## src/hdl/sha1s_pkg.sv

```systemverilog
// ---------------------------------------------------------------------------
// sha1s_pkg: shared types and constants of the SHA-1 stream hasher
// Queue beat format, state enums, round constants and initial hash values.
// ---------------------------------------------------------------------------
`timescale 1ns / 1ps

package sha1s_pkg;

  localparam int DIGEST_WORDS = 5;

  typedef logic [31:0] word_t;
  typedef logic [DIGEST_WORDS-1:0][31:0] digest_t;

  // One beat from the front to the back: a big-endian message word.
  typedef struct packed {
    word_t word;
    logic  blk_end;   // 16th word of a block
    logic  msg_end;   // last block of the message
  } q_entry_t;

  typedef enum logic [1:0] {
    F_IDLE,
    F_PAD_HEAD,
    F_PAD_BODY
  } front_state_t;

  typedef enum logic [1:0] {
    B_LOAD,
    B_ROUND,
    B_UPDATE,
    B_DIGEST
  } back_state_t;

  localparam word_t K0 = 32'h5a827999;
  localparam word_t K1 = 32'h6ed9eba1;
  localparam word_t K2 = 32'h8f1bbcdc;
  localparam word_t K3 = 32'hca62c1d6;

  localparam word_t H0 = 32'h67452301;
  localparam word_t H1 = 32'hefcdab89;
  localparam word_t H2 = 32'h98badcfe;
  localparam word_t H3 = 32'h10325476;
  localparam word_t H4 = 32'hc3d2e1f0;

  localparam digest_t IV = {H4, H3, H2, H1, H0};

  localparam logic [7:0] PAD_BYTE     = 8'h80;
  localparam logic [5:0] LEN_FIELD_AT = 6'd56;  // first byte of the length field
  localparam logic [3:0] LEN_HI_POS   = 4'd14;
  localparam logic [3:0] LEN_LO_POS   = 4'd15;
  localparam logic [2:0] LAST_INDEX   = 3'd4;

endpackage

```

## src/hdl/sha1s_fifo.sv

```systemverilog
// ---------------------------------------------------------------------------
// sha1s_fifo: word queue between front and back
// Small register-file FIFO; read data is the head entry, shown combinationally.
// ---------------------------------------------------------------------------
`timescale 1ns / 1ps

module sha1s_fifo #(
  parameter int AW = 2
) (
  input  logic                 clk,
  input  logic                 rst_n,
  input  logic                 wr_en,
  input  sha1s_pkg::q_entry_t  wr_data,
  output logic                 q_full,
  input  logic                 rd_en,
  output sha1s_pkg::q_entry_t  rd_data,
  output logic                 q_empty
);
  import sha1s_pkg::*;

  localparam int DEPTH = 1 << AW;

  q_entry_t        mem_r [DEPTH];
  logic [AW-1:0]   wptr_r, wptr_nxt;
  logic [AW-1:0]   rptr_r, rptr_nxt;
  logic [AW:0]     cnt_r, cnt_nxt;
  logic            do_wr, do_rd;

  assign q_full  = (cnt_r == (AW+1)'(DEPTH));
  assign q_empty = (cnt_r == '0);
  assign do_wr   = wr_en && !q_full;
  assign do_rd   = rd_en && !q_empty;
  assign rd_data = mem_r[rptr_r];

  always_comb begin
    wptr_nxt = do_wr ? wptr_r + 1'b1 : wptr_r;
    rptr_nxt = do_rd ? rptr_r + 1'b1 : rptr_r;
    cnt_nxt  = cnt_r;
    if (do_wr && !do_rd) begin
      cnt_nxt = cnt_r + 1'b1;
    end else if (do_rd && !do_wr) begin
      cnt_nxt = cnt_r - 1'b1;
    end
  end

  always_ff @(posedge clk) begin
    if (!rst_n) begin
      wptr_r <= '0;
      rptr_r <= '0;
      cnt_r  <= '0;
    end else begin
      wptr_r <= wptr_nxt;
      rptr_r <= rptr_nxt;
      cnt_r  <= cnt_nxt;
    end
  end

  always_ff @(posedge clk) begin
    if (do_wr) begin
      mem_r[wptr_r] <= wr_data;
    end
  end

endmodule

```

## src/hdl/sha1s_front.sv

```systemverilog
// ---------------------------------------------------------------------------
// sha1s_front: byte intake and padding
// Packs message bytes into words, counts the message length and, at end of
// message, generates the 0x80 pad, zero fill and the 64-bit bit length.
// ---------------------------------------------------------------------------
`timescale 1ns / 1ps

module sha1s_front (
  input  logic                 clk,
  input  logic                 rst_n,
  input  logic                 push,
  output logic                 full,
  input  logic [7:0]           in_data_byte,
  input  logic                 in_has_byte,
  input  logic                 in_end_of_message,
  output logic                 q_push,
  output sha1s_pkg::q_entry_t  q_entry,
  input  logic                 q_full
);
  import sha1s_pkg::*;

  front_state_t  state_r, state_nxt;
  logic [5:0]    fill_r;
  logic [60:0]   msg_r;
  logic [23:0]   acc_r;
  logic [3:0]    wp_r;
  logic          extra_r;

  logic          accept;
  logic [5:0]    fill_after;
  word_t         head_word;
  word_t         body_word;
  logic [63:0]   bit_len;

  assign accept     = push && !full;
  assign fill_after = fill_r + 6'(in_has_byte);
  assign bit_len    = {msg_r, 3'b000};

  always_comb begin
    case (fill_r[1:0])
      2'd0:    head_word = {PAD_BYTE, 24'h000000};
      2'd1:    head_word = {acc_r[7:0], PAD_BYTE, 16'h0000};
      2'd2:    head_word = {acc_r[15:0], PAD_BYTE, 8'h00};
      default: head_word = {acc_r[23:0], PAD_BYTE};
    endcase
  end

  always_comb begin
    body_word = '0;
    if (!extra_r && wp_r == LEN_HI_POS) begin
      body_word = bit_len[63:32];
    end else if (!extra_r && wp_r == LEN_LO_POS) begin
      body_word = bit_len[31:0];
    end
  end

  // next state
  always_comb begin
    state_nxt = state_r;
    case (state_r)
      F_IDLE: begin
        if (accept && in_end_of_message) begin
          state_nxt = F_PAD_HEAD;
        end
      end
      F_PAD_HEAD: begin
        if (!q_full) begin
          state_nxt = F_PAD_BODY;
        end
      end
      F_PAD_BODY: begin
        if (!q_full && wp_r == LEN_LO_POS && !extra_r) begin
          state_nxt = F_IDLE;
        end
      end
      default: state_nxt = F_IDLE;
    endcase
  end

  // outputs
  always_comb begin
    full            = 1'b1;
    q_push          = 1'b0;
    q_entry.word    = {acc_r, in_data_byte};
    q_entry.blk_end = 1'b0;
    q_entry.msg_end = 1'b0;
    case (state_r)
      F_IDLE: begin
        full            = q_full;
        q_push          = accept && in_has_byte && (fill_r[1:0] == 2'd3);
        q_entry.blk_end = (fill_r == 6'd63);
      end
      F_PAD_HEAD: begin
        q_push          = !q_full;
        q_entry.word    = head_word;
        q_entry.blk_end = (wp_r == LEN_LO_POS);
        q_entry.msg_end = (wp_r == LEN_LO_POS) && !extra_r;
      end
      F_PAD_BODY: begin
        q_push          = !q_full;
        q_entry.word    = body_word;
        q_entry.blk_end = (wp_r == LEN_LO_POS);
        q_entry.msg_end = (wp_r == LEN_LO_POS) && !extra_r;
      end
      default: begin
        full = 1'b1;
      end
    endcase
  end

  always_ff @(posedge clk) begin
    if (!rst_n) begin
      state_r <= F_IDLE;
      fill_r  <= '0;
      msg_r   <= '0;
      wp_r    <= '0;
      extra_r <= 1'b0;
    end else begin
      state_r <= state_nxt;
      if (state_r == F_IDLE) begin
        if (accept && in_has_byte) begin
          fill_r <= fill_after;
          msg_r  <= msg_r + 61'd1;
        end
        if (accept && in_end_of_message) begin
          wp_r    <= fill_after[5:2];
          extra_r <= (fill_after >= LEN_FIELD_AT);
        end
      end else if (q_push) begin
        wp_r <= wp_r + 4'd1;
        if (wp_r == LEN_LO_POS) begin
          if (extra_r) begin
            extra_r <= 1'b0;
          end else begin
            fill_r <= '0;
            msg_r  <= '0;
          end
        end
      end
    end
  end

  // partial word: earlier bytes of the current word, newest in the low byte
  always_ff @(posedge clk) begin
    if (accept && in_has_byte) begin
      acc_r <= {acc_r[15:0], in_data_byte};
    end
  end

endmodule

```

## src/hdl/sha1s_back.sv

```systemverilog
// ---------------------------------------------------------------------------
// sha1s_back: SHA-1 compression engine
// Shifts 16 words into the schedule window, runs 80 rounds at one round per
// cycle, folds the result into the chaining words and hands off the digest.
// ---------------------------------------------------------------------------
`timescale 1ns / 1ps

module sha1s_back (
  input  logic                 clk,
  input  logic                 rst_n,
  input  sha1s_pkg::q_entry_t  q_entry,
  input  logic                 q_empty,
  output logic                 q_pop,
  input  logic                 out_free,
  output logic                 dig_load,
  output sha1s_pkg::digest_t   dig_words
);
  import sha1s_pkg::*;

  function automatic word_t rol(input word_t x, input int unsigned n);
    rol = (x << n) | (x >> (32 - n));
  endfunction

  back_state_t  state_r, state_nxt;
  digest_t      chain_r;
  word_t        sched_r [16];
  word_t        wa_r, wb_r, wc_r, wd_r, we_r;
  logic [6:0]   rnd_r;
  logic         msg_end_r;

  word_t        f_val, k_val, t_val, w_new;

  assign dig_words = chain_r;

  always_comb begin
    if (rnd_r inside {[7'd0:7'd19]}) begin
      f_val = (wb_r & wc_r) | (~wb_r & wd_r);
      k_val = K0;
    end else if (rnd_r inside {[7'd20:7'd39]}) begin
      f_val = wb_r ^ wc_r ^ wd_r;
      k_val = K1;
    end else if (rnd_r inside {[7'd40:7'd59]}) begin
      f_val = (wb_r & wc_r) | (wb_r & wd_r) | (wc_r & wd_r);
      k_val = K2;
    end else begin
      f_val = wb_r ^ wc_r ^ wd_r;
      k_val = K3;
    end
  end

  // window holds W[t..t+15]; the new tap is W[t+16]
  assign w_new = rol(sched_r[13] ^ sched_r[8] ^ sched_r[2] ^ sched_r[0], 1);
  assign t_val = rol(wa_r, 5) + f_val + we_r + k_val + sched_r[0];

  // next state
  always_comb begin
    state_nxt = state_r;
    case (state_r)
      B_LOAD: begin
        if (!q_empty && q_entry.blk_end) begin
          state_nxt = B_ROUND;
        end
      end
      B_ROUND: begin
        if (rnd_r == 7'd79) begin
          state_nxt = B_UPDATE;
        end
      end
      B_UPDATE: state_nxt = msg_end_r ? B_DIGEST : B_LOAD;
      B_DIGEST: begin
        if (out_free) begin
          state_nxt = B_LOAD;
        end
      end
      default: state_nxt = B_LOAD;
    endcase
  end

  // outputs
  always_comb begin
    q_pop    = 1'b0;
    dig_load = 1'b0;
    case (state_r)
      B_LOAD:   q_pop = !q_empty;
      B_DIGEST: dig_load = out_free;
      default: begin
        q_pop    = 1'b0;
        dig_load = 1'b0;
      end
    endcase
  end

  always_ff @(posedge clk) begin
    if (!rst_n) begin
      state_r   <= B_LOAD;
      chain_r   <= IV;
      rnd_r     <= '0;
      msg_end_r <= 1'b0;
    end else begin
      state_r <= state_nxt;
      case (state_r)
        B_LOAD: begin
          if (!q_empty && q_entry.blk_end) begin
            msg_end_r <= q_entry.msg_end;
            rnd_r     <= '0;
          end
        end
        B_ROUND: rnd_r <= rnd_r + 7'd1;
        B_UPDATE: begin
          chain_r[0] <= chain_r[0] + wa_r;
          chain_r[1] <= chain_r[1] + wb_r;
          chain_r[2] <= chain_r[2] + wc_r;
          chain_r[3] <= chain_r[3] + wd_r;
          chain_r[4] <= chain_r[4] + we_r;
        end
        B_DIGEST: begin
          if (out_free) begin
            chain_r <= IV;
          end
        end
        default: rnd_r <= '0;
      endcase
    end
  end

  // schedule window and working words
  always_ff @(posedge clk) begin
    if (state_r == B_LOAD && !q_empty) begin
      for (int i = 0; i < 15; i++) begin
        sched_r[i] <= sched_r[i+1];
      end
      sched_r[15] <= q_entry.word;
      if (q_entry.blk_end) begin
        wa_r <= chain_r[0];
        wb_r <= chain_r[1];
        wc_r <= chain_r[2];
        wd_r <= chain_r[3];
        we_r <= chain_r[4];
      end
    end else if (state_r == B_ROUND) begin
      for (int i = 0; i < 15; i++) begin
        sched_r[i] <= sched_r[i+1];
      end
      sched_r[15] <= w_new;
      wa_r <= t_val;
      wb_r <= wa_r;
      wc_r <= rol(wb_r, 30);
      wd_r <= wc_r;
      we_r <= wd_r;
    end
  end

endmodule

```

## src/hdl/sha1s_digest_out.sv

```systemverilog
// ---------------------------------------------------------------------------
// sha1s_digest_out: digest result stage
// Holds one finished digest and presents it word by word, first word first.
// ---------------------------------------------------------------------------
`timescale 1ns / 1ps

module sha1s_digest_out (
  input  logic                clk,
  input  logic                rst_n,
  input  logic                dig_load,
  input  sha1s_pkg::digest_t  dig_words,
  output logic                out_free,
  output logic                empty,
  input  logic                pop,
  output logic [31:0]         out_digest_word,
  output logic [2:0]          out_word_index,
  output logic                out_last_word
);
  import sha1s_pkg::*;

  digest_t     words_r;
  logic [2:0]  cnt_r;
  logic [2:0]  idx_r;
  logic        do_pop;

  assign empty           = (cnt_r == '0);
  assign out_free        = empty;
  assign do_pop          = pop && !empty;
  assign out_digest_word = words_r[0];
  assign out_word_index  = idx_r;
  assign out_last_word   = (idx_r == LAST_INDEX);

  always_ff @(posedge clk) begin
    if (!rst_n) begin
      cnt_r <= '0;
      idx_r <= '0;
    end else if (dig_load) begin
      cnt_r <= 3'(DIGEST_WORDS);
      idx_r <= '0;
    end else if (do_pop) begin
      cnt_r <= cnt_r - 3'd1;
      idx_r <= idx_r + 3'd1;
    end
  end

  always_ff @(posedge clk) begin
    if (dig_load) begin
      words_r <= dig_words;
    end else if (do_pop) begin
      words_r <= {32'h0, words_r[DIGEST_WORDS-1:1]};
    end
  end

endmodule

```

## src/hdl/sha1_stream_hasher_core.sv

```systemverilog
// ---------------------------------------------------------------------------
// sha1_stream_hasher_core: SHA-1 hasher, one message byte per input beat
// Output: digest word 0 appears once the last padded block is folded (B_UPDATE) and handed off (B_DIGEST).
// Throughput: 1 byte/cycle until the queue fills; input is held off while the front pads a message end.
// Reset: synchronous; counters, queues cleared, chaining words to IV, no clearing pass.
// ---------------------------------------------------------------------------
`timescale 1ns / 1ps

module sha1_stream_hasher_core #(
  parameter int QUEUE_AW = 2
) (
  input  logic        clk,
  input  logic        rst_n,
  input  logic        push,
  output logic        full,
  input  logic [7:0]  in_data_byte,
  input  logic        in_has_byte,
  input  logic        in_end_of_message,
  output logic        empty,
  input  logic        pop,
  output logic [31:0] out_digest_word,
  output logic [2:0]  out_word_index,
  output logic        out_last_word
);
  import sha1s_pkg::*;

  // The front takes a beat per cycle while the queue has room and, after end of
  // message, pads out the rest of one or two blocks with input held off; for
  // each block the back loads 16 words, runs the rounds and folds the result.
  // With a 4-word queue the rounds absorb 16 bytes, so loading the other 48 is
  // paced by intake when bytes come every cycle.

  q_entry_t  f_entry, b_entry;
  logic      q_push, q_full, q_pop, q_empty;
  logic      out_free, dig_load;
  digest_t   dig_words;

  sha1s_front u_front (
    .clk               (clk),
    .rst_n             (rst_n),
    .push              (push),
    .full              (full),
    .in_data_byte      (in_data_byte),
    .in_has_byte       (in_has_byte),
    .in_end_of_message (in_end_of_message),
    .q_push            (q_push),
    .q_entry           (f_entry),
    .q_full            (q_full)
  );

  sha1s_fifo #(
    .AW (QUEUE_AW)
  ) u_fifo (
    .clk     (clk),
    .rst_n   (rst_n),
    .wr_en   (q_push),
    .wr_data (f_entry),
    .q_full  (q_full),
    .rd_en   (q_pop),
    .rd_data (b_entry),
    .q_empty (q_empty)
  );

  sha1s_back u_back (
    .clk       (clk),
    .rst_n     (rst_n),
    .q_entry   (b_entry),
    .q_empty   (q_empty),
    .q_pop     (q_pop),
    .out_free  (out_free),
    .dig_load  (dig_load),
    .dig_words (dig_words)
  );

  sha1s_digest_out u_out (
    .clk             (clk),
    .rst_n           (rst_n),
    .dig_load        (dig_load),
    .dig_words       (dig_words),
    .out_free        (out_free),
    .empty           (empty),
    .pop             (pop),
    .out_digest_word (out_digest_word),
    .out_word_index  (out_word_index),
    .out_last_word   (out_last_word)
  );

`ifndef SYNTHESIS
  a_no_push_when_full: assert property (@(posedge clk) disable iff (!rst_n)
    q_push |-> !q_full)
    else $error("front pushed into a full queue");

  a_no_pop_when_empty: assert property (@(posedge clk) disable iff (!rst_n)
    q_pop |-> !q_empty)
    else $error("back popped an empty queue");

  a_pad_blocks_input: assert property (@(posedge clk) disable iff (!rst_n)
    (push && !full && in_end_of_message) |=> full)
    else $error("input not held off while padding");

  a_digest_wraps: assert property (@(posedge clk) disable iff (!rst_n)
    (pop && !empty && out_last_word) |=> (empty || out_word_index == 3'd0))
    else $error("digest word index did not restart");

  a_load_into_free: assert property (@(posedge clk) disable iff (!rst_n)
    dig_load |-> empty)
    else $error("digest loaded over a pending digest");
`endif

endmodule
```

## config.mk

```make
export PLATFORM = sky130hd
export DESIGN_NAME = sha1_stream_hasher_core
export DESIGN_NICKNAME = d
export VERILOG_FILES = /design/src/hdl/sha1s_pkg.sv /design/src/hdl/sha1s_fifo.sv /design/src/hdl/sha1s_front.sv /design/src/hdl/sha1s_back.sv /design/src/hdl/sha1s_digest_out.sv /design/src/hdl/sha1_stream_hasher_core.sv
export SDC_FILE = /design/constraint.sdc
export NUM_CORES = 2
export LEC_CHECK = 0
export BUFFER_PORTS_ARGS = -buffer_cell sky130_fd_sc_hd__buf_2
export CORE_ASPECT_RATIO = 0.9
export CORE_MARGIN = 3
export CORE_UTILIZATION = 40
export DETAILED_ROUTE_END_ITERATION = 8
export MAX_ROUTING_LAYER = met4
export PLACE_DENSITY_LB_ADDON = 0.2
export SLEW_MARGIN = 20
export SYNTH_ARGS = -nofsm -noshare
export SYNTH_HDL_FRONTEND = slang
export SYNTH_SLANG_ARGS = --single-unit
export TNS_END_PERCENT = 30
```

## constraint.sdc

```tcl
create_clock -name clk -period 22.5 [get_ports clk]
set_input_delay 1.125 -clock clk [delete_from_list [all_inputs] [get_ports clk]]
set_output_delay 1.125 -clock clk [all_outputs]
set_load 0.01 [all_outputs]
```

==> flow_summary.yaml <==
status:
  status: "complete, no violations"
setup_path:
  cp_max_fo: 31
  crit_required_ns: 23.14
  r2r_slack_ns: 14.70
  critPathMaxStageDelay_ns: 0.66
  crit_arrival_ns: 8.44
  worstSetupEndpointType: "flip-flop"
  worstRegToRegCells: 27
  r2r-end: "u_back.wa_r[29]"
  reg2reg_from: "u_back.rnd_r[1]"
  cp_slowest_cell: "inv_1"
  path_common_cell: "inv_1"
  endpoint: "u_back.wa_r[29]"
  criticalPathCategory: "reg -> reg"
  startpoint: "u_back.rnd_r[1]"
  critPathLaunchType: "flip-flop"
synth:
  ys_seq_area_share_pct: 59.4
  synth-edff-count: 992
  synthArstFlopShare_pct: 0
  syn_avg_cell_area_um2: 11.7
  synth_nets: 5366
  synth-simple-area-share_pct: 11.5
  synth_top_family_by_area: "simple AND/OR/NAND/NOR gates"
  synthAdderAreaFrac_pct: 8.76
  syn-cell-area_um2: 58800
  synth-main-ff-cell: "edfxtp_1"
  synth_compound_area_share_pct: 10.2
  syn_inst: 5012
  synth_xor_area_share_pct: 4.88
  synthMuxAreaShare_pct: 1.93
  yosys_warnings: 0
  ys_seq_elements: 1251
  synthDistinctLibCells: 76
routing:
  ant_nets: 0
  drt_iter0_drc: 3290
  post_drt_via_cell_ratio: 5.29
  wl_um: 151000
  dr.pass1.iters: 6
  num_vias: 37500
  drc_errors: 0
  avgRoutedWirePerCell_um: 21.3
clock_tree:
  tritoncts: "built"
  cts_resized: 0
  cts_made_buffers: 137
  cts.path.max_buffers: 3
  post_cts_buffers: 0
  clk_latency_ns: 0.78
  clkTransAtPathRegs_ns: 0.06
  cts_root_buf: "clkbuf_16"
  cts_sinks: 1251
  ctsHoldBuffers: 0
  h-tree-depth: 4
sta:
  tns_ns: 0
  hold_ws_ns: 0.408
  finalMaxSlewViolations: 0
  worstMarginPinSlew_ns: 1.19
  clock.fmax_mhz: 128
  skew_ns: 0.0478
  slew_headroom_pct: 20.0
  setup_ws_ns: 14.70
  setup_violations: 0
  layout_min_cycle_time_ns: 7.80
  rsz0062_at_grt: "no"
  hold_viol_final: 0
  period_share_pct: 34.7
final_layout:
  seqCellArea_um2: 35000
  drive_gt1_share_pct: 6.99
  area_growth_pct: 11.7
  antenna_cells: 0
  n_fill_cell: 13400
  final_nets: 5390
  multiInputGateArea_um2: 22000
die:
  die_w_um: 410
  ios: 52
  start_util_pct: 40.6
  die_h_um: 370
  dieArea_um2: 152000
  rows: 132
  coreArea_um2: 145000
grt:
  grt_pass1_vias: 36200
  grt.overflow.total: 0
  grt_pass1_wl_um: 229000
  grt_usage_pct: 20.4
  antenna_found_initial: 1
  grt_max_degree: 205
place:
  hpwl_um: 102000
  io_buffers: 51
  gp_congestion: 0.914
  pre_cts_ws_ns: 14.81
flow_run:
  drv_cap: 0
min_path:
  hold_path_class: "reg -> reg"
## worst max-delay path, delay by kind of cell (launching register included)
family,cells,cell delay [ns]
buffers and inverters,6,1.54
DFF,1,0.38
AOI/OAI and AO/OA,9,2.00
adders and majority gates,5,2.08
and+or+nand+nor,7,1.61
## registers in the layout, indices dropped and copies added, names as in the netlist, named ones only
signal,count
u_out.out_digest_word,32
u_back.wd_r,32
u_front.fill_r,6
u_fifo.wptr_r,2
u_front.state_r,2
u_front.acc_r,24
u_back.we_r,32
u_back.wc_r,32
u_front.wp_r,4
u_back.msg_end_r,1
u_front.msg_r,61
u_fifo.rptr_r,2
u_back.dig_words,160
u_out.cnt_r,3
u_back.rnd_r,7
u_out.out_word_index,3
u_back.wa_r,32
u_fifo.cnt_r,3
u_front.extra_r,1
u_back.state_r,2
u_back.sched_r,512
u_out.words_r,128
u_back.wb_r,32
u_fifo.mem_r,136
## layout by cell type (no fill, tap or decap), types with 21 or more instances in the layout
cell and n:
edfxtp_1 992, a21o_1 88, fa_1 120, clkinv_1 27
buf_2 51, nand2b_1 30, a22o_1 24, o21ai_0 261
nor2_1 294, xnor2_1 209, mux4_2 34, inv_1 275
o21bai_1 21, clkbuf_1 34, dfxtp_1 258, o22ai_1 42
and3_1 29, a21oi_1 236, buf_4 40, a211oi_1 25
ha_1 220, nor2b_1 34, o21a_1 30, xor2_1 119
a22oi_1 65, nor3_1 36, clkbuf_16 138, nand3_1 74
mux2i_1 37, and2_1 54, nand2_1 945
## cell usage after synthesis (all sizes together) (17+ instances only)
cell type | n | area [um^2]
a22oi | 65 | 488
o22ai | 42 | 263
fa | 120 | 2400
a21o | 88 | 661
nand3 | 75 | 375
and2 | 54 | 338
clkbuf | 161 | 604
mux2i | 37 | 370
or3 | 19 | 119
inv | 275 | 1030
mux4 | 34 | 766
dfxtp | 259 | 5180
xor2 | 119 | 1040
and3 | 30 | 188
buf | 49 | 304
nor3 | 37 | 185
a21oi | 236 | 1180
o21a | 30 | 225
xnor2 | 209 | 1830
nand2 | 948 | 3560
a22o | 24 | 210
o21ai | 264 | 1320
ha | 220 | 2750
a31oi | 17 | 106
nor2 | 298 | 1120
edfxtp | 992 | 29800
nor2b | 35 | 219
o21bai | 21 | 158
nand2b | 32 | 200
a211oi | 25 | 188
## layer usage
metal  up-vias  part of all wire [%]  wire, um  GRT usage (%)
li1      17800                     -         -              -
met5         -                     0         0              -
met3       192                   5.6      8460           3.03
met2       968                    43     65600           29.5
met1     18600                    49     73700           30.1
met4         0                   2.1      3120           5.00
## layout make-up
type | instances | area share, %
clock inverters | 73 | 1.43
flip-flops and latches | 1251 | 53.2
clock buffers | 180 | 5.61
inverters | 277 | 1.59
multi-input cells | 3274 | 33.5
repair buffers | 95 | 0.978
well taps | 1943 | 3.70
## cell families (layout without fill, tap and decap cells)
kind of cell,Yosys count,after routing
buffers and inverters,487,625
flip-flops,1251,1251
XOR/XNOR,328,328
AO/OA/AOI/OAI,944,944
adder cells (fa/ha/maj),340,340
AND/OR/NAND/NOR,1591,1591
multiplexers,71,71
## worst min-delay path by stage
stage                           startpoint                endpoint  slack [ns]  cells past startpoint
global route        u_back.sched_r[14][11]  u_back.sched_r[13][11]        0.42                      0
global placement     u_back.sched_r[6][14]   u_back.sched_r[5][14]        0.40                      0
floorplan             u_back.sched_r[1][0]    u_back.sched_r[0][0]        0.40                      0
finish                u_back.sched_r[7][7]    u_back.sched_r[6][7]        0.41                      0
CTS                  u_back.sched_r[5][23]   u_back.sched_r[4][23]        0.41                      0
detailed placement   u_back.sched_r[1][10]   u_back.sched_r[0][10]        0.40                      0
## stage by stage
step                      area (um^2)  util [%]  cells
after floorplan                 58800         -   5012
after global placement          61100      42.1   6839
after detailed placement        61100      42.1   6839
after CTS                       65700      45.3   7092
after global routing            65700      45.3   7093
final                           65700      45.3   7093
Power is left out: the tool's default activity adds up to more than one toggle a clock period on the data nets, which glitch-free logic cannot reach.
